<file path="src/rtl/core/dspg_pkg.sv">
// Shared constants for the dual step/direction pulse generator.
package dspg_pkg;

  // Motor identifiers on the command stream.
  localparam logic [31:0] ID_MOTOR0 = 32'h0000_0100;
  localparam logic [31:0] ID_MOTOR1 = 32'h0000_0101;

  // Time scale constants.
  localparam int unsigned QUOT_W    = 20;
  localparam logic [QUOT_W-1:0] US_PER_S = 20'd1000000;
  localparam logic [9:0]  US_PER_MS = 10'd1000;
  localparam int unsigned PROD_W    = 26;

  // Command codes carried in the input tuser bit.
  localparam logic CMD_TICK  = 1'b0;
  localparam logic CMD_SPEED = 1'b1;

  // Configuration register indexes and reset values.
  localparam int unsigned CFG_IDX_W = 2;
  localparam logic [CFG_IDX_W-1:0] CFG_MAX_SPEED = 2'd0;
  localparam logic [CFG_IDX_W-1:0] CFG_PULSE_W   = 2'd1;
  localparam logic [CFG_IDX_W-1:0] CFG_DIR_SETUP = 2'd2;
  localparam logic [15:0] MAX_SPEED_RST = 16'd20000;
  localparam logic [7:0]  PULSE_W_RST   = 8'd2;
  localparam logic [7:0]  DIR_SETUP_RST = 8'd10;

endpackage

</file>
<file path="src/rtl/core/dual_stepper_pulse_generator_top.sv">
// Dual stepper pulse generator: command decode, shared time unit and divider.
//
//  Channel     | Direction | Word contents
//  s_axis      | in        | tuser: command; tdata: motor_id, speed, timeout
//  m_axis      | out       | tuser: accepted; tdata: read_speed, steps, dirs, lamps, safe
//  cfg         | in        | write enable, register index, write data
//
// A tick word takes one time increment, then one to four steps per motor through
// the shared 64-bit adder and comparator.
// A set-speed word runs the 20-step restoring divider that forms 1000000 / speed.
// An unknown id or a stop goes from the magnitude check straight to the result.
// The block takes one word at a time; a finished word waits until the output
// register is free, and input is taken again in the cycle after it is loaded.
// Reset clears time and both motor channels and loads the configuration defaults.
module dual_stepper_pulse_generator_top (
  input  logic                           clk_i,
  input  logic                           rst_ni,
  // tdata: motor_id[31:0], speed[63:32], timeout[79:64]
  input  logic [79:0]                    s_axis_tdata_i,
  // tuser: command[0]
  input  logic                           s_axis_tuser_i,
  input  logic                           s_axis_tvalid_i,
  output logic                           s_axis_tready_o,
  // tdata: read_speed[16:0], step_lines[18:17], dir_lines[20:19],
  //        busy_lamps[22:21], safe_stopped[24:23], zero fill[31:25]
  output logic [31:0]                    m_axis_tdata_o,
  // tuser: accepted[0]
  output logic                           m_axis_tuser_o,
  output logic                           m_axis_tvalid_o,
  input  logic                           m_axis_tready_i,
  input  logic                           cfg_we_i,
  input  logic [dspg_pkg::CFG_IDX_W-1:0] cfg_idx_i,
  input  logic [15:0]                    cfg_wdata_i
);

  typedef enum logic [3:0] {
    ST_IDLE,
    ST_TINC,
    ST_TWD,
    ST_TFALL,
    ST_TRISE,
    ST_TNEXT,
    ST_SMAG,
    ST_SDIV,
    ST_SSET,
    ST_SDL,
    ST_FIN
  } state_e;

  localparam int unsigned QW = dspg_pkg::QUOT_W;
  localparam int unsigned PW = dspg_pkg::PROD_W;

  // Control and channel state.
  state_e        state_q, state_d;
  logic          ch_q, ch_d;
  logic          known_q, known_d;
  logic [4:0]    cnt_q, cnt_d;
  logic [15:0]   max_speed_q;
  logic [7:0]    pulse_w_q;
  logic [7:0]    dir_setup_q;
  logic [63:0]   time_q, time_d;
  logic [16:0]   spd_q [2];
  logic [16:0]   spd_d [2];
  logic [15:0]   rate_q [2];
  logic [15:0]   rate_d [2];
  logic [QW-1:0] intv_q [2];
  logic [QW-1:0] intv_d [2];
  logic [63:0]   nrise_q [2];
  logic [63:0]   nrise_d [2];
  logic [63:0]   fall_q [2];
  logic [63:0]   fall_d [2];
  logic [63:0]   dl_q [2];
  logic [63:0]   dl_d [2];
  logic [1:0]    armed_q, armed_d;
  logic [1:0]    step_q, step_d;
  logic [1:0]    dir_q, dir_d;
  logic [1:0]    lamp_q, lamp_d;
  logic [1:0]    safe_q, safe_d;
  logic          acc_q, acc_d;
  logic [16:0]   rspd_q, rspd_d;
  logic          m_valid_q, m_valid_d;

  // Payload registers.
  logic [31:0]   speed_q, speed_d;
  logic [15:0]   tmo_q, tmo_d;
  logic [15:0]   mag_q, mag_d;
  logic [PW-1:0] prod_q, prod_d;
  logic [15:0]   rem_q, rem_d;
  logic [QW-1:0] quot_q, quot_d;
  logic [24:0]   out_q, out_d;
  logic          out_acc_q, out_acc_d;

  // Shared time unit: one adder and one comparator against the current time.
  logic [63:0]   add_opnd;
  logic [63:0]   sum;
  logic [63:0]   cmp_opnd;
  logic          ge;

  // Magnitude and divider step.
  logic [31:0]   mag32;
  logic [15:0]   mag_sat;
  logic [16:0]   trial;
  logic          qbit;

  logic          s_fire;
  logic          out_free;

  assign s_fire   = s_axis_tvalid_i && s_axis_tready_o;
  assign out_free = !m_valid_q || m_axis_tready_i;

  // Operand selection for the shared adder and comparator.
  always_comb begin
    add_opnd = 64'd1;
    cmp_opnd = nrise_q[ch_q];
    case (state_q)
      ST_TRISE: add_opnd = {56'd0, pulse_w_q};
      ST_TNEXT: add_opnd = {{(64-QW){1'b0}}, intv_q[ch_q]};
      ST_SSET:  add_opnd = {56'd0, dir_setup_q};
      ST_SDL:   add_opnd = {{(64-PW){1'b0}}, prod_q};
      default:  add_opnd = 64'd1;
    endcase
    case (state_q)
      ST_TWD:   cmp_opnd = dl_q[ch_q];
      ST_TFALL: cmp_opnd = fall_q[ch_q];
      default:  cmp_opnd = nrise_q[ch_q];
    endcase
  end

  assign sum = time_q + add_opnd;
  assign ge  = time_q >= cmp_opnd;

  // Requested magnitude, saturated to the maximum rate.
  assign mag32   = speed_q[31] ? (32'd0 - speed_q) : speed_q;
  assign mag_sat = (mag32 > {16'd0, max_speed_q}) ? max_speed_q : mag32[15:0];

  // One restoring division step on the constant dividend.
  assign trial = {rem_q, dspg_pkg::US_PER_S[cnt_q]};
  assign qbit  = trial >= {1'b0, mag_q};

  // Sequencer.
  always_comb begin
    state_d   = state_q;
    ch_d      = ch_q;
    known_d   = known_q;
    cnt_d     = cnt_q;
    time_d    = time_q;
    spd_d     = spd_q;
    rate_d    = rate_q;
    intv_d    = intv_q;
    nrise_d   = nrise_q;
    fall_d    = fall_q;
    dl_d      = dl_q;
    armed_d   = armed_q;
    step_d    = step_q;
    dir_d     = dir_q;
    lamp_d    = lamp_q;
    safe_d    = safe_q;
    acc_d     = acc_q;
    rspd_d    = rspd_q;
    m_valid_d = m_valid_q && !m_axis_tready_i;
    speed_d   = speed_q;
    tmo_d     = tmo_q;
    mag_d     = mag_q;
    prod_d    = prod_q;
    rem_d     = rem_q;
    quot_d    = quot_q;
    out_d     = out_q;
    out_acc_d = out_acc_q;

    unique case (state_q)
      ST_IDLE: begin
        if (s_fire) begin
          speed_d = s_axis_tdata_i[63:32];
          tmo_d   = s_axis_tdata_i[79:64];
          known_d = (s_axis_tdata_i[31:0] == dspg_pkg::ID_MOTOR0) ||
                    (s_axis_tdata_i[31:0] == dspg_pkg::ID_MOTOR1);
          ch_d    = s_axis_tdata_i[31:0] == dspg_pkg::ID_MOTOR1;
          safe_d  = 2'b00;
          acc_d   = 1'b0;
          rspd_d  = 17'd0;
          if (s_axis_tuser_i == dspg_pkg::CMD_TICK) begin
            state_d = ST_TINC;
          end else begin
            state_d = ST_SMAG;
          end
        end
      end

      // Tick: advance time, then serve motor 0 and motor 1.
      ST_TINC: begin
        time_d  = sum;
        ch_d    = 1'b0;
        state_d = ST_TWD;
      end

      ST_TWD: begin
        if (armed_q[ch_q] && ge) begin
          step_d[ch_q]  = 1'b0;
          lamp_d[ch_q]  = 1'b0;
          spd_d[ch_q]   = 17'd0;
          rate_d[ch_q]  = 16'd0;
          armed_d[ch_q] = 1'b0;
          dl_d[ch_q]    = 64'd0;
          safe_d[ch_q]  = 1'b1;
          ch_d          = 1'b1;
          state_d       = ch_q ? ST_FIN : ST_TWD;
        end else begin
          state_d = ST_TFALL;
        end
      end

      ST_TFALL: begin
        if (step_q[ch_q] && ge) begin
          step_d[ch_q] = 1'b0;
        end
        state_d = ST_TRISE;
      end

      ST_TRISE: begin
        if (rate_q[ch_q] == 16'd0 || step_q[ch_q] || !ge) begin
          ch_d    = 1'b1;
          state_d = ch_q ? ST_FIN : ST_TWD;
        end else begin
          step_d[ch_q] = 1'b1;
          fall_d[ch_q] = sum;
          state_d      = ST_TNEXT;
        end
      end

      ST_TNEXT: begin
        nrise_d[ch_q] = sum;
        ch_d          = 1'b1;
        state_d       = ch_q ? ST_FIN : ST_TWD;
      end

      // Set speed: skip an unknown id, saturate, then stop or start the divider.
      ST_SMAG: begin
        if (!known_q) begin
          state_d = ST_FIN;
        end else if (mag_sat == 16'd0) begin
          step_d[ch_q]  = 1'b0;
          lamp_d[ch_q]  = 1'b0;
          spd_d[ch_q]   = 17'd0;
          rate_d[ch_q]  = 16'd0;
          armed_d[ch_q] = 1'b0;
          dl_d[ch_q]    = 64'd0;
          acc_d         = 1'b1;
          state_d       = ST_FIN;
        end else begin
          mag_d   = mag_sat;
          prod_d  = PW'(tmo_q) * PW'(dspg_pkg::US_PER_MS);
          rem_d   = 16'd0;
          cnt_d   = 5'(QW - 1);
          state_d = ST_SDIV;
        end
      end

      ST_SDIV: begin
        rem_d  = qbit ? 16'(trial - {1'b0, mag_q}) : trial[15:0];
        quot_d = {quot_q[QW-2:0], qbit};
        cnt_d  = cnt_q - 5'd1;
        if (cnt_q == 5'd0) begin
          state_d = ST_SSET;
        end
      end

      ST_SSET: begin
        step_d[ch_q]  = 1'b0;
        dir_d[ch_q]   = !speed_q[31];
        lamp_d[ch_q]  = 1'b1;
        spd_d[ch_q]   = speed_q[31] ? (17'd0 - {1'b0, mag_q}) : {1'b0, mag_q};
        rspd_d        = speed_q[31] ? (17'd0 - {1'b0, mag_q}) : {1'b0, mag_q};
        rate_d[ch_q]  = mag_q;
        intv_d[ch_q]  = quot_q;
        nrise_d[ch_q] = sum;
        acc_d         = 1'b1;
        state_d       = ST_SDL;
      end

      ST_SDL: begin
        armed_d[ch_q] = tmo_q != 16'd0;
        dl_d[ch_q]    = (tmo_q != 16'd0) ? sum : 64'd0;
        state_d       = ST_FIN;
      end

      // Hand the result word to the output register.
      ST_FIN: begin
        if (out_free) begin
          out_d     = {safe_q, lamp_q, dir_q, step_q, rspd_q};
          out_acc_d = acc_q;
          m_valid_d = 1'b1;
          state_d   = ST_IDLE;
        end
      end

      default: state_d = ST_IDLE;
    endcase
  end

  // State, channel and configuration registers.
  always_ff @(posedge clk_i or negedge rst_ni) begin
    if (!rst_ni) begin
      state_q     <= ST_IDLE;
      ch_q        <= 1'b0;
      known_q     <= 1'b0;
      cnt_q       <= 5'd0;
      time_q      <= 64'd0;
      spd_q       <= '{default: '0};
      rate_q      <= '{default: '0};
      intv_q      <= '{default: '0};
      nrise_q     <= '{default: '0};
      fall_q      <= '{default: '0};
      dl_q        <= '{default: '0};
      armed_q     <= 2'b00;
      step_q      <= 2'b00;
      dir_q       <= 2'b00;
      lamp_q      <= 2'b00;
      safe_q      <= 2'b00;
      acc_q       <= 1'b0;
      rspd_q      <= 17'd0;
      m_valid_q   <= 1'b0;
      max_speed_q <= dspg_pkg::MAX_SPEED_RST;
      pulse_w_q   <= dspg_pkg::PULSE_W_RST;
      dir_setup_q <= dspg_pkg::DIR_SETUP_RST;
    end else begin
      state_q   <= state_d;
      ch_q      <= ch_d;
      known_q   <= known_d;
      cnt_q     <= cnt_d;
      time_q    <= time_d;
      spd_q     <= spd_d;
      rate_q    <= rate_d;
      intv_q    <= intv_d;
      nrise_q   <= nrise_d;
      fall_q    <= fall_d;
      dl_q      <= dl_d;
      armed_q   <= armed_d;
      step_q    <= step_d;
      dir_q     <= dir_d;
      lamp_q    <= lamp_d;
      safe_q    <= safe_d;
      acc_q     <= acc_d;
      rspd_q    <= rspd_d;
      m_valid_q <= m_valid_d;
      if (cfg_we_i) begin
        unique case (cfg_idx_i)
          dspg_pkg::CFG_MAX_SPEED: max_speed_q <= cfg_wdata_i;
          dspg_pkg::CFG_PULSE_W:   pulse_w_q   <= cfg_wdata_i[7:0];
          dspg_pkg::CFG_DIR_SETUP: dir_setup_q <= cfg_wdata_i[7:0];
          default: ;
        endcase
      end
    end
  end

  // Operand and result payload registers.
  always_ff @(posedge clk_i) begin
    speed_q   <= speed_d;
    tmo_q     <= tmo_d;
    mag_q     <= mag_d;
    prod_q    <= prod_d;
    rem_q     <= rem_d;
    quot_q    <= quot_d;
    out_q     <= out_d;
    out_acc_q <= out_acc_d;
  end

  assign s_axis_tready_o = state_q == ST_IDLE;
  assign m_axis_tvalid_o = m_valid_q;
  assign m_axis_tuser_o  = out_acc_q;
  assign m_axis_tdata_o  = {7'd0, out_q};

`ifndef SYNTH
  // A set-speed result never reports a watchdog stop.
  a_no_safe_on_accept: assert property (@(posedge clk_i) disable iff (!rst_ni)
    (m_axis_tvalid_o && m_axis_tuser_o) |-> (m_axis_tdata_o[24:23] == 2'b00))
    else $error("safe stop reported on a set-speed word");

  // An unknown id or a tick reports zero speed.
  a_rspd_zero: assert property (@(posedge clk_i) disable iff (!rst_ni)
    (m_axis_tvalid_o && !m_axis_tuser_o) |-> (m_axis_tdata_o[16:0] == 17'd0))
    else $error("speed reported without an accepted command");

  // A step line is only high while the busy lamp is lit.
  a_step_needs_lamp: assert property (@(posedge clk_i) disable iff (!rst_ni)
    m_axis_tvalid_o |-> ((m_axis_tdata_o[18:17] & ~m_axis_tdata_o[22:21]) == 2'b00))
    else $error("step line high on an idle motor");

  // A running motor always has a nonzero step interval.
  a_intv_nonzero: assert property (@(posedge clk_i) disable iff (!rst_ni)
    (rate_q[0] == 16'd0 || intv_q[0] != '0) && (rate_q[1] == 16'd0 || intv_q[1] != '0))
    else $error("running motor with zero interval");

  // The block takes one word at a time.
  a_one_at_a_time: assert property (@(posedge clk_i) disable iff (!rst_ni)
    s_fire |=> !s_axis_tready_o)
    else $error("input taken while a word is in progress");
`endif

endmodule

</file>
<file path="config.mk">
export PLATFORM = sky130hd
export DESIGN_NAME = dual_stepper_pulse_generator_top
export DESIGN_NICKNAME = d
export VERILOG_FILES = /design/src/rtl/core/dspg_pkg.sv /design/src/rtl/core/dual_stepper_pulse_generator_top.sv
export SDC_FILE = /design/constraint.sdc
export NUM_CORES = 2
export LEC_CHECK = 0
export BUFFER_PORTS_ARGS = -buffer_cell sky130_fd_sc_hd__buf_2
export CAP_MARGIN = 20
export CORE_ASPECT_RATIO = 1.2
export CORE_UTILIZATION = 60
export DETAILED_ROUTE_END_ITERATION = 8
export MAX_ROUTING_LAYER = met4
export PLACE_DENSITY = 0.78
export SYNTH_ARGS = -nofsm -noshare
export SYNTH_HDL_FRONTEND = slang
export SYNTH_SLANG_ARGS = --single-unit
</file>
<file path="constraint.sdc">
create_clock -name clk_i -period 16.94 [get_ports clk_i]
set_input_delay 3.388 -clock clk_i [delete_from_list [all_inputs] [get_ports clk_i]]
set_output_delay 3.388 -clock clk_i [all_outputs]
set_load 0.05 [all_outputs]
</file>
Yosys cells after proc, flatten, opt, wreduce, memory -nomap -nowiden

Memories as Yosys holds them, arrays and structs flattened.
Cells that the tools add are included.

Magnitude comparators: 8
Bitwise logic cells: 14
Equality and inequality tests: 24
Add/sub/neg operators: 5
Multiply operators: 1
Multiplexer cells: 95
Reduce and logical (&&, ||, !) cells: 45

Operator list:

| operator                                              | count |
|---|---|
| two-way mux 64 bit                                    | 11 |
| bitwise mux 128 bit                                   | 3 |
| two-way mux 128 bit                                   | 3 |
| one-hot mux 128 bit (3 select lines)                  | 1 |
| AND 128 bit                                           | 1 |
| two-way mux 16 bit                                    | 8 |
| two-way mux 32 bit                                    | 4 |
| inverter 128 bit                                      | 1 |
| one-hot mux 64 bit (2 select lines)                   | 1 |
| one-hot mux 26 bit (4 select lines)                   | 1 |
| one-hot mux 32 bit (3 select lines)                   | 1 |
| two-way mux 20 bit                                    | 4 |
| adder 64 bit                                          | 1 |
| demux 64 bit (select 1 bit)                           | 1 |
| equality test 32 x 9 -> 1 bit (second input constant) | 2 |
| >= comparator 64 bit                                  | 1 |
| one-hot mux 4 bit (11 select lines)                   | 1 |
| bitwise mux 40 bit                                    | 1 |
| two-way mux 17 bit                                    | 2 |
| one-hot mux 17 bit (2 select lines)                   | 1 |
| AND 32 bit                                            | 1 |
| bitwise mux 32 bit                                    | 1 |
| greater-than comparator 32 x 16 -> 1 bit              | 1 |
| zero test 16 bit                                      | 2 |
| 56 further kinds                                      | 138 |

Memories kept: 1
Bits in read-only memories: 32
Logic and storage cells: 227
Register bits after elaboration: 741
Input port bits: 104

Memories:

| memory           | depth | bits a word | read ports | clocked after Yosys merged registers in | write ports | RTL line                                | source |
|---|---|---|---|---|---|---|---|
| (name not given) | 32    | 1           | 1          | 0                                       | 0           | dual_stepper_pulse_generator_top.sv:137 | `assign trial = {rem_q, dspg_pkg::US_PER_S[cnt_q]};` |

Logic depth before layout (Yosys ltp)

Depth after elaboration: 10
Depth in mapped cells: 21

Least setup slack after synthesis

OpenSTA, ideal clock, no wires.

Path type: reg2reg
Start point: register speed_q[31]
End point: register rem_q[0] (enable)
Path slack: 11.630 ns
Path buffers: 4
Arrival: 4.896 ns
Stages on the path, launching flop included: 17
Data required time: 16.527 ns
Cells stage by stage: edfxtp_1 -> clkbuf_1 -> clkbuf_1 -> clkbuf_1 -> clkbuf_1 -> o41ai_1 -> xnor2_1 -> ha_1 -> and4_1 -> nand2_1 -> or3_1 -> o311ai_0 -> o2111ai_1 -> nor4_4 -> mux2_4 -> a21boi_1 -> nor3_1

Cells in the longest elaborated chain, start to end: 7

RTL lines:

| element                                  | RTL line                                | source |
|---|---|---|
| from (decl)                              | dual_stepper_pulse_generator_top.sv:84  | `logic [31:0] speed_q, speed_d;` |
| from (signal assigned)                   | dual_stepper_pulse_generator_top.sv:358 | `speed_q <= speed_d;` |
| subtractor 1 x 32 -> 32 bit              | dual_stepper_pulse_generator_top.sv:133 | `assign mag32 = speed_q[31] ? (32'd0 - speed_q) : speed_q;` |
| two-way mux 32 bit *                     | dual_stepper_pulse_generator_top.sv:133 |  |
| greater-than comparator 32 x 16 -> 1 bit | dual_stepper_pulse_generator_top.sv:134 | `assign mag_sat = (mag32 > {16'd0, max_speed_q}) ? max_speed_q : mag32[15:0];` |
| two-way mux 16 bit *                     | dual_stepper_pulse_generator_top.sv:134 |  |
| zero test 16 bit *                       | dual_stepper_pulse_generator_top.sv:240 | `end else if (mag_sat == 16'd0) begin` |
| inequality test 2 bit (no source line) * | n/a                                     |  |
| AND reduction 3 bit (no source line) *   | n/a                                     |  |
| to (signal assigned)                     | dual_stepper_pulse_generator_top.sv:362 | `rem_q <= rem_d;` |
| to (decl)                                | dual_stepper_pulse_generator_top.sv:88  | `logic [15:0] rem_q, rem_d;` |

Every way passes the cells marked *; elsewhere a longest branch is shown, timed or not.
A chain may end at the register's enable or synchronous reset.

Final worst setup path

Start point: register state_q[1]
End point: register fall_q[0] (netlist bit)

Cells in the longest elaborated chain, start to end: 7
Elaborated cells on any way between the ends: 15
Those cells by class: add/sub: 1; order compare: 1; eq/ne: 6; mux: 3; bitwise: 1; reduce/logical: 3

RTL lines:

| element                              | RTL line                                | source |
|---|---|---|
| from (decl)                          | dual_stepper_pulse_generator_top.sv:54  | `state_e state_q, state_d;` |
| from (signal assigned)               | dual_stepper_pulse_generator_top.sv:326 | `state_q <= state_d;` |
| equality test 4 x 2 -> 1 bit         | dual_stepper_pulse_generator_top.sv:122 | `case (state_q)` |
| one-hot mux 64 bit (2 select lines)  | dual_stepper_pulse_generator_top.sv:122 |  |
| >= comparator 64 bit                 | dual_stepper_pulse_generator_top.sv:130 | `assign ge = time_q >= cmp_opnd;` |
| zero test 1 bit                      | dual_stepper_pulse_generator_top.sv:220 | `if (rate_q[ch_q] == 16'd0 \|\| step_q[ch_q] \|\| !ge) begin` |
| logical OR 1 bit                     | dual_stepper_pulse_generator_top.sv:220 |  |
| inverter 1 bit (no source line)      | n/a                                     |  |
| AND reduction 2 bit (no source line) | n/a                                     |  |
| to (signal assigned)                 | dual_stepper_pulse_generator_top.sv:335 | `fall_q <= fall_d;` |
| to (decl)                            | dual_stepper_pulse_generator_top.sv:70  | `logic [63:0] fall_q [2];` |

Several ways; a longest one is shown, not always the timed one.

==> impl_metrics.py <==
metrics = {
    "placed_design": {
        "pre_cts_slack_ns": 9.97,
        "buffer_ports.inserted": 131,
        "post-dp-hpwl_um": 61900,
        "dp.cells": 4375,
        "gpl.final_weighted_congestion": 0.981,
    },
    "yosys": {
        "area_share_of_xor_xnor_cells_in_the_synthesized_design_pct": 3.58,
        "synth.top_cells.by_count": "584 x sky130_fd_sc_hd__dfrtp_1, 488 x sky130_fd_sc_hd__nand2_1, 391 x sky130_fd_sc_hd__o21ai_0",
        "syn-instance-count": 3568,
        "ys_seq_elements": 741,
        "synth_top_flop_cell": "sky130_fd_sc_hd__dfrtp_1",
        "yosys.area_share.simple_pct": 12.6,
        "yosys_warnings": 0,
        "synth_top_area_cell": "sky130_fd_sc_hd__dfrtp_1",
        "multiplexer_share_of_the_synthesized_area_pct": 5.66,
        "netlist-cell-type-count": 83,
        "ys_seq_area_share_pct": 50.6,
        "post_synth_fa_ha_maj_area_fraction_pct": 9.14,
        "synthArstFlopShare_pct": 79.9,
        "synth.area.top_cells": "sky130_fd_sc_hd__dfrtp_1 38%, sky130_fd_sc_hd__edfxtp_1 12%, sky130_fd_sc_hd__ha_1 6.2%, sky130_fd_sc_hd__o21ai_0 5.1%, sky130_fd_sc_hd__nand2_1 4.8%",
        "synth_top_cell_area_share_pct": 38.3,
        "mean_instance_size_in_the_synthesized_netlist_sq_um": 10.7,
        "synth_top_family_by_area": "compound AO/OA/AOI/OAI gates",
        "syn-cell-area_sq_um": 38200,
        "synth_enable_flop_cells": 149,
        "synth-compound-area-share_pct": 15.3,
        "post-synth-top-count-cell": "sky130_fd_sc_hd__dfrtp_1",
    },
    "pwr": {
        "power_switching_mw": 2.60,
        "pwr-share-clk_pct": 24.6,
        "sequential_share_of_power_pct": 35.0,
        "power.static_leakage_nw": 18.4,
        "power.switching_fraction_pct": 37.7,
        "internal-power_mw": 4.30,
        "p_total_mw": 6.90,
        "worst_ir_drop_vdd_v": 0.000176,
        "power_density_nw_per_um2": 164,
        "portion_of_total_power_attributed_to_combinational_logic_pct": 40.4,
    },
    "clocking": {
        "skew_pair_late_insertion_delay_ns": 0.63,
        "cts.hold.buffers_added": 0,
        "post_cts_buffers": 0,
        "tritoncts_clock_tree": "yes",
        "cts_resized": 0,
        "tritoncts.num_buffers": 76,
        "cts.htree.levels": 3,
        "clock_path_buffers": 3,
        "clk_pin_slew_ns": 0.07,
        "cts.root.buffer_cell": "sky130_fd_sc_hd__clkbuf_16",
        "numClockSinks": 741,
    },
    "critical_path": {
        "start_kind": "register",
        "data_arrival_critical_path_ns": 7.67,
        "worst-endpoint-required_ns": 17.44,
        "worstSetupPathType": "reg2reg",
        "cp-end-kind": "register",
        "critical_path.max_fanout": 65,
    },
    "timing": {
        "finalWorstPathRequiredPeriod_ns": 7.18,
        "drv_slew": 0,
        "final_min_period_over_clock_period_pct": 42.4,
        "final.setup_skew_ns": 0.0325,
        "rsz0062_at_grt": "no",
        "final-hold-violation-count": 0,
        "finalSetupTns_ns": 0,
        "finalSetupViolations": 0,
        "post-route-worst-setup-slack_ns": 9.76,
        "timing_worst_slew_pin_value_ns": 1.07,
        "achievable-frequency_mhz": 139,
        "relSlewSlack_pct": 28.0,
    },
    "layout": {
        "register_area_sq_um": 19300,
        "flow.area_growth_from_synthesis_pct": 10.3,
        "num-fill-cells": 4692,
        "num-nets-final": 3987,
        "fin_util_pct": 67.4,
        "multi_input_comb_area_sq_um": 17800,
        "layout-drive-gt1-share_pct": 12.0,
        "stdcell_count": 4511,
    },
    "floorplan": {
        "core.rowCount": 100,
        "starting_density_pct": 61.1,
        "boundaryPins": 139,
        "die_area_sq_um": 64600,
        "die_width_um": 232,
        "area_of_the_core_sq_um": 62400,
        "dieHeight_um": 278,
    },
    "global_routing": {
        "gr-usage-all-layers_pct": 30.6,
        "grt_pass1_wl_um": 153000,
        "grt.overflow.total": 0,
        "largest_net_degree_at_the_start_of_global_routing": 172,
        "grt_pass1_vias": 28600,
        "antenna_found_initial": 1,
    },
    "routing": {
        "drt_wl_total_um": 93900,
        "drt-wirelength-per-cell_um": 20.8,
        "route.vias.total": 28200,
        "drc_errors": 0,
        "number_of_iterations_in_the_first_detailed_routing_pass": 6,
        "drtIter0Drc": 2554,
        "avgViaCountPerCell": 6.25,
        "route.antenna.remaining_nets": 0,
    },
    "hold_path": {
        "timing.hold.worst.class": "reg2reg",
    },
    "flow_run": {
        "cap_viol_max_count": 0,
    },
    "run_status": {
        "run_status": "completed",
    },
}
-- metrics by stage --
step	instance area (sq um)	hold slack, ns
2_1_floorplan	38200	0.419
5_1_grt	42100	0.456
6_report	42100	0.448
3_3_place_gp	39500	0.428
3_5_place_dp	39500	0.432
4_1_cts	42100	0.447
-- power groups by stage --
stage | clock [mW] | sequential (mW) | combinational [mW]
3_3_place_gp | 0 | 2.43 | 2.68
5_1_grt | 1.78 | 2.44 | 3.11
2_1_floorplan | 0 | 2.36 | 2.11
4_1_cts | 1.72 | 2.41 | 2.77
6_report | 1.70 | 2.41 | 2.79
3_5_place_dp | 0 | 2.44 | 2.76
-- state kept, by name, indices dropped and copies added, names as in the netlist, 17 cells and up, named ones only --
signal,flops
intv_q,40
out_q,25
nrise_q,128
quot_q,20
rate_q,32
dl_q,128
rspd_q,17
prod_q,23
time_q,64
speed_q,32
fall_q,128
-- worst max-delay path: stages, from the launching register on --
cell                       delay, ns
sky130_fd_sc_hd__dfrtp_1        0.63
sky130_fd_sc_hd__nand2b_1       0.21
sky130_fd_sc_hd__nor2_4         0.12
sky130_fd_sc_hd__buf_4          0.54
sky130_fd_sc_hd__buf_4          0.65
sky130_fd_sc_hd__o22ai_1        0.15
sky130_fd_sc_hd__nor3_1         0.16
sky130_fd_sc_hd__a21oi_1        0.06
sky130_fd_sc_hd__ha_1           0.33
sky130_fd_sc_hd__and3_1         0.18
sky130_fd_sc_hd__nand4_1        0.15
sky130_fd_sc_hd__or3_1          0.53
sky130_fd_sc_hd__a21oi_1        0.45
sky130_fd_sc_hd__o311ai_0       0.25
sky130_fd_sc_hd__buf_4          0.22
sky130_fd_sc_hd__nor3_1         0.79
sky130_fd_sc_hd__nand2_4        0.61
sky130_fd_sc_hd__buf_4          0.53
sky130_fd_sc_hd__mux2_2         0.35
-- path summary, 6_finish.rpt --
path,cells past startpoint,end,slack [ns],startpoint
worst min register to register,0,out_q[11],0.45,rspd_q[11]
min in group asynchronous,1,nrise_q[22],2.86,rst_ni
max in group asynchronous,3,ch_q,11.79,rst_ni
worst max-delay path,18,fall_q[0],9.76,state_q[1]
worst min-delay path,0,out_q[11],0.45,rspd_q[11]
worst max register to register,18,fall_q[0],9.76,state_q[1]
-- placed cells by master, fill, tap and decap left out, types with 9 or more instances in the layout --
master,netlist,routed
sky130_fd_sc_hd__a211oi_1,12,12
sky130_fd_sc_hd__a21o_1,36,36
sky130_fd_sc_hd__a21oi_1,135,135
sky130_fd_sc_hd__a222oi_1,35,35
sky130_fd_sc_hd__a22o_1,36,36
sky130_fd_sc_hd__a31oi_1,9,9
sky130_fd_sc_hd__and2_1,15,15
sky130_fd_sc_hd__and3_1,24,24
sky130_fd_sc_hd__buf_2,5,130
sky130_fd_sc_hd__buf_4,19,41
sky130_fd_sc_hd__clkbuf_1,148,12
sky130_fd_sc_hd__clkbuf_16,0,79
sky130_fd_sc_hd__clkbuf_8,0,14
sky130_fd_sc_hd__clkinv_2,0,12
sky130_fd_sc_hd__dfrtp_1,584,582
sky130_fd_sc_hd__edfxtp_1,149,149
sky130_fd_sc_hd__fa_1,56,56
sky130_fd_sc_hd__ha_1,189,189
sky130_fd_sc_hd__inv_1,100,99
sky130_fd_sc_hd__mux2_2,65,65
sky130_fd_sc_hd__mux2i_1,67,67
sky130_fd_sc_hd__mux4_2,33,33
sky130_fd_sc_hd__nand2_1,488,484
sky130_fd_sc_hd__nand2b_1,23,22
sky130_fd_sc_hd__nand3_1,68,67
sky130_fd_sc_hd__nand4_1,48,48
sky130_fd_sc_hd__nor2_1,204,199
sky130_fd_sc_hd__nor2b_1,14,14
sky130_fd_sc_hd__nor3_1,69,67
sky130_fd_sc_hd__nor4_1,41,40
sky130_fd_sc_hd__o21a_1,10,10
sky130_fd_sc_hd__o21ai_0,391,391
sky130_fd_sc_hd__o22ai_1,37,37
sky130_fd_sc_hd__o2bb2ai_1,124,124
sky130_fd_sc_hd__o31ai_1,17,17
sky130_fd_sc_hd__or3_1,13,13
sky130_fd_sc_hd__xnor2_1,102,102
sky130_fd_sc_hd__xor2_1,54,54
-- logic make-up (layout without fill, tap and decap cells) --
logic type,count (synthesis),count (layout)
multiplexers,166,166
buffers and inverters,292,412
AO/OA/AOI/OAI,913,913
AND/OR/NAND/NOR,1054,1054
XOR/XNOR,156,156
other,1,8
flip-flops,741,741
adder cells (fa/ha/maj),245,245
-- per-layer routing --
| metal | GRT usage (%) | part of all wire [%] | up-vias |
|---|---|---|---|
| met4 | 11.4 | 3.3 | 0 |
| li1 | - | - | 13100 |
| met5 | - | 0 | - |
| met2 | 49.8 | 50 | 930 |
| met1 | 39.3 | 41 | 14000 |
| met3 | 3.68 | 5.5 | 208 |
-- area by class of cell --
type,instances,area share [%]
antenna,1,0.00595
clock buffer,105,5.26
clock inverter,29,0.708
inverter,103,0.919
multi-input combinational,2541,42.3
sequential,741,45.9
tap,816,2.43
timing repair buffer,175,2.44
No activity file was read; power rests on OpenSTA's default activity.
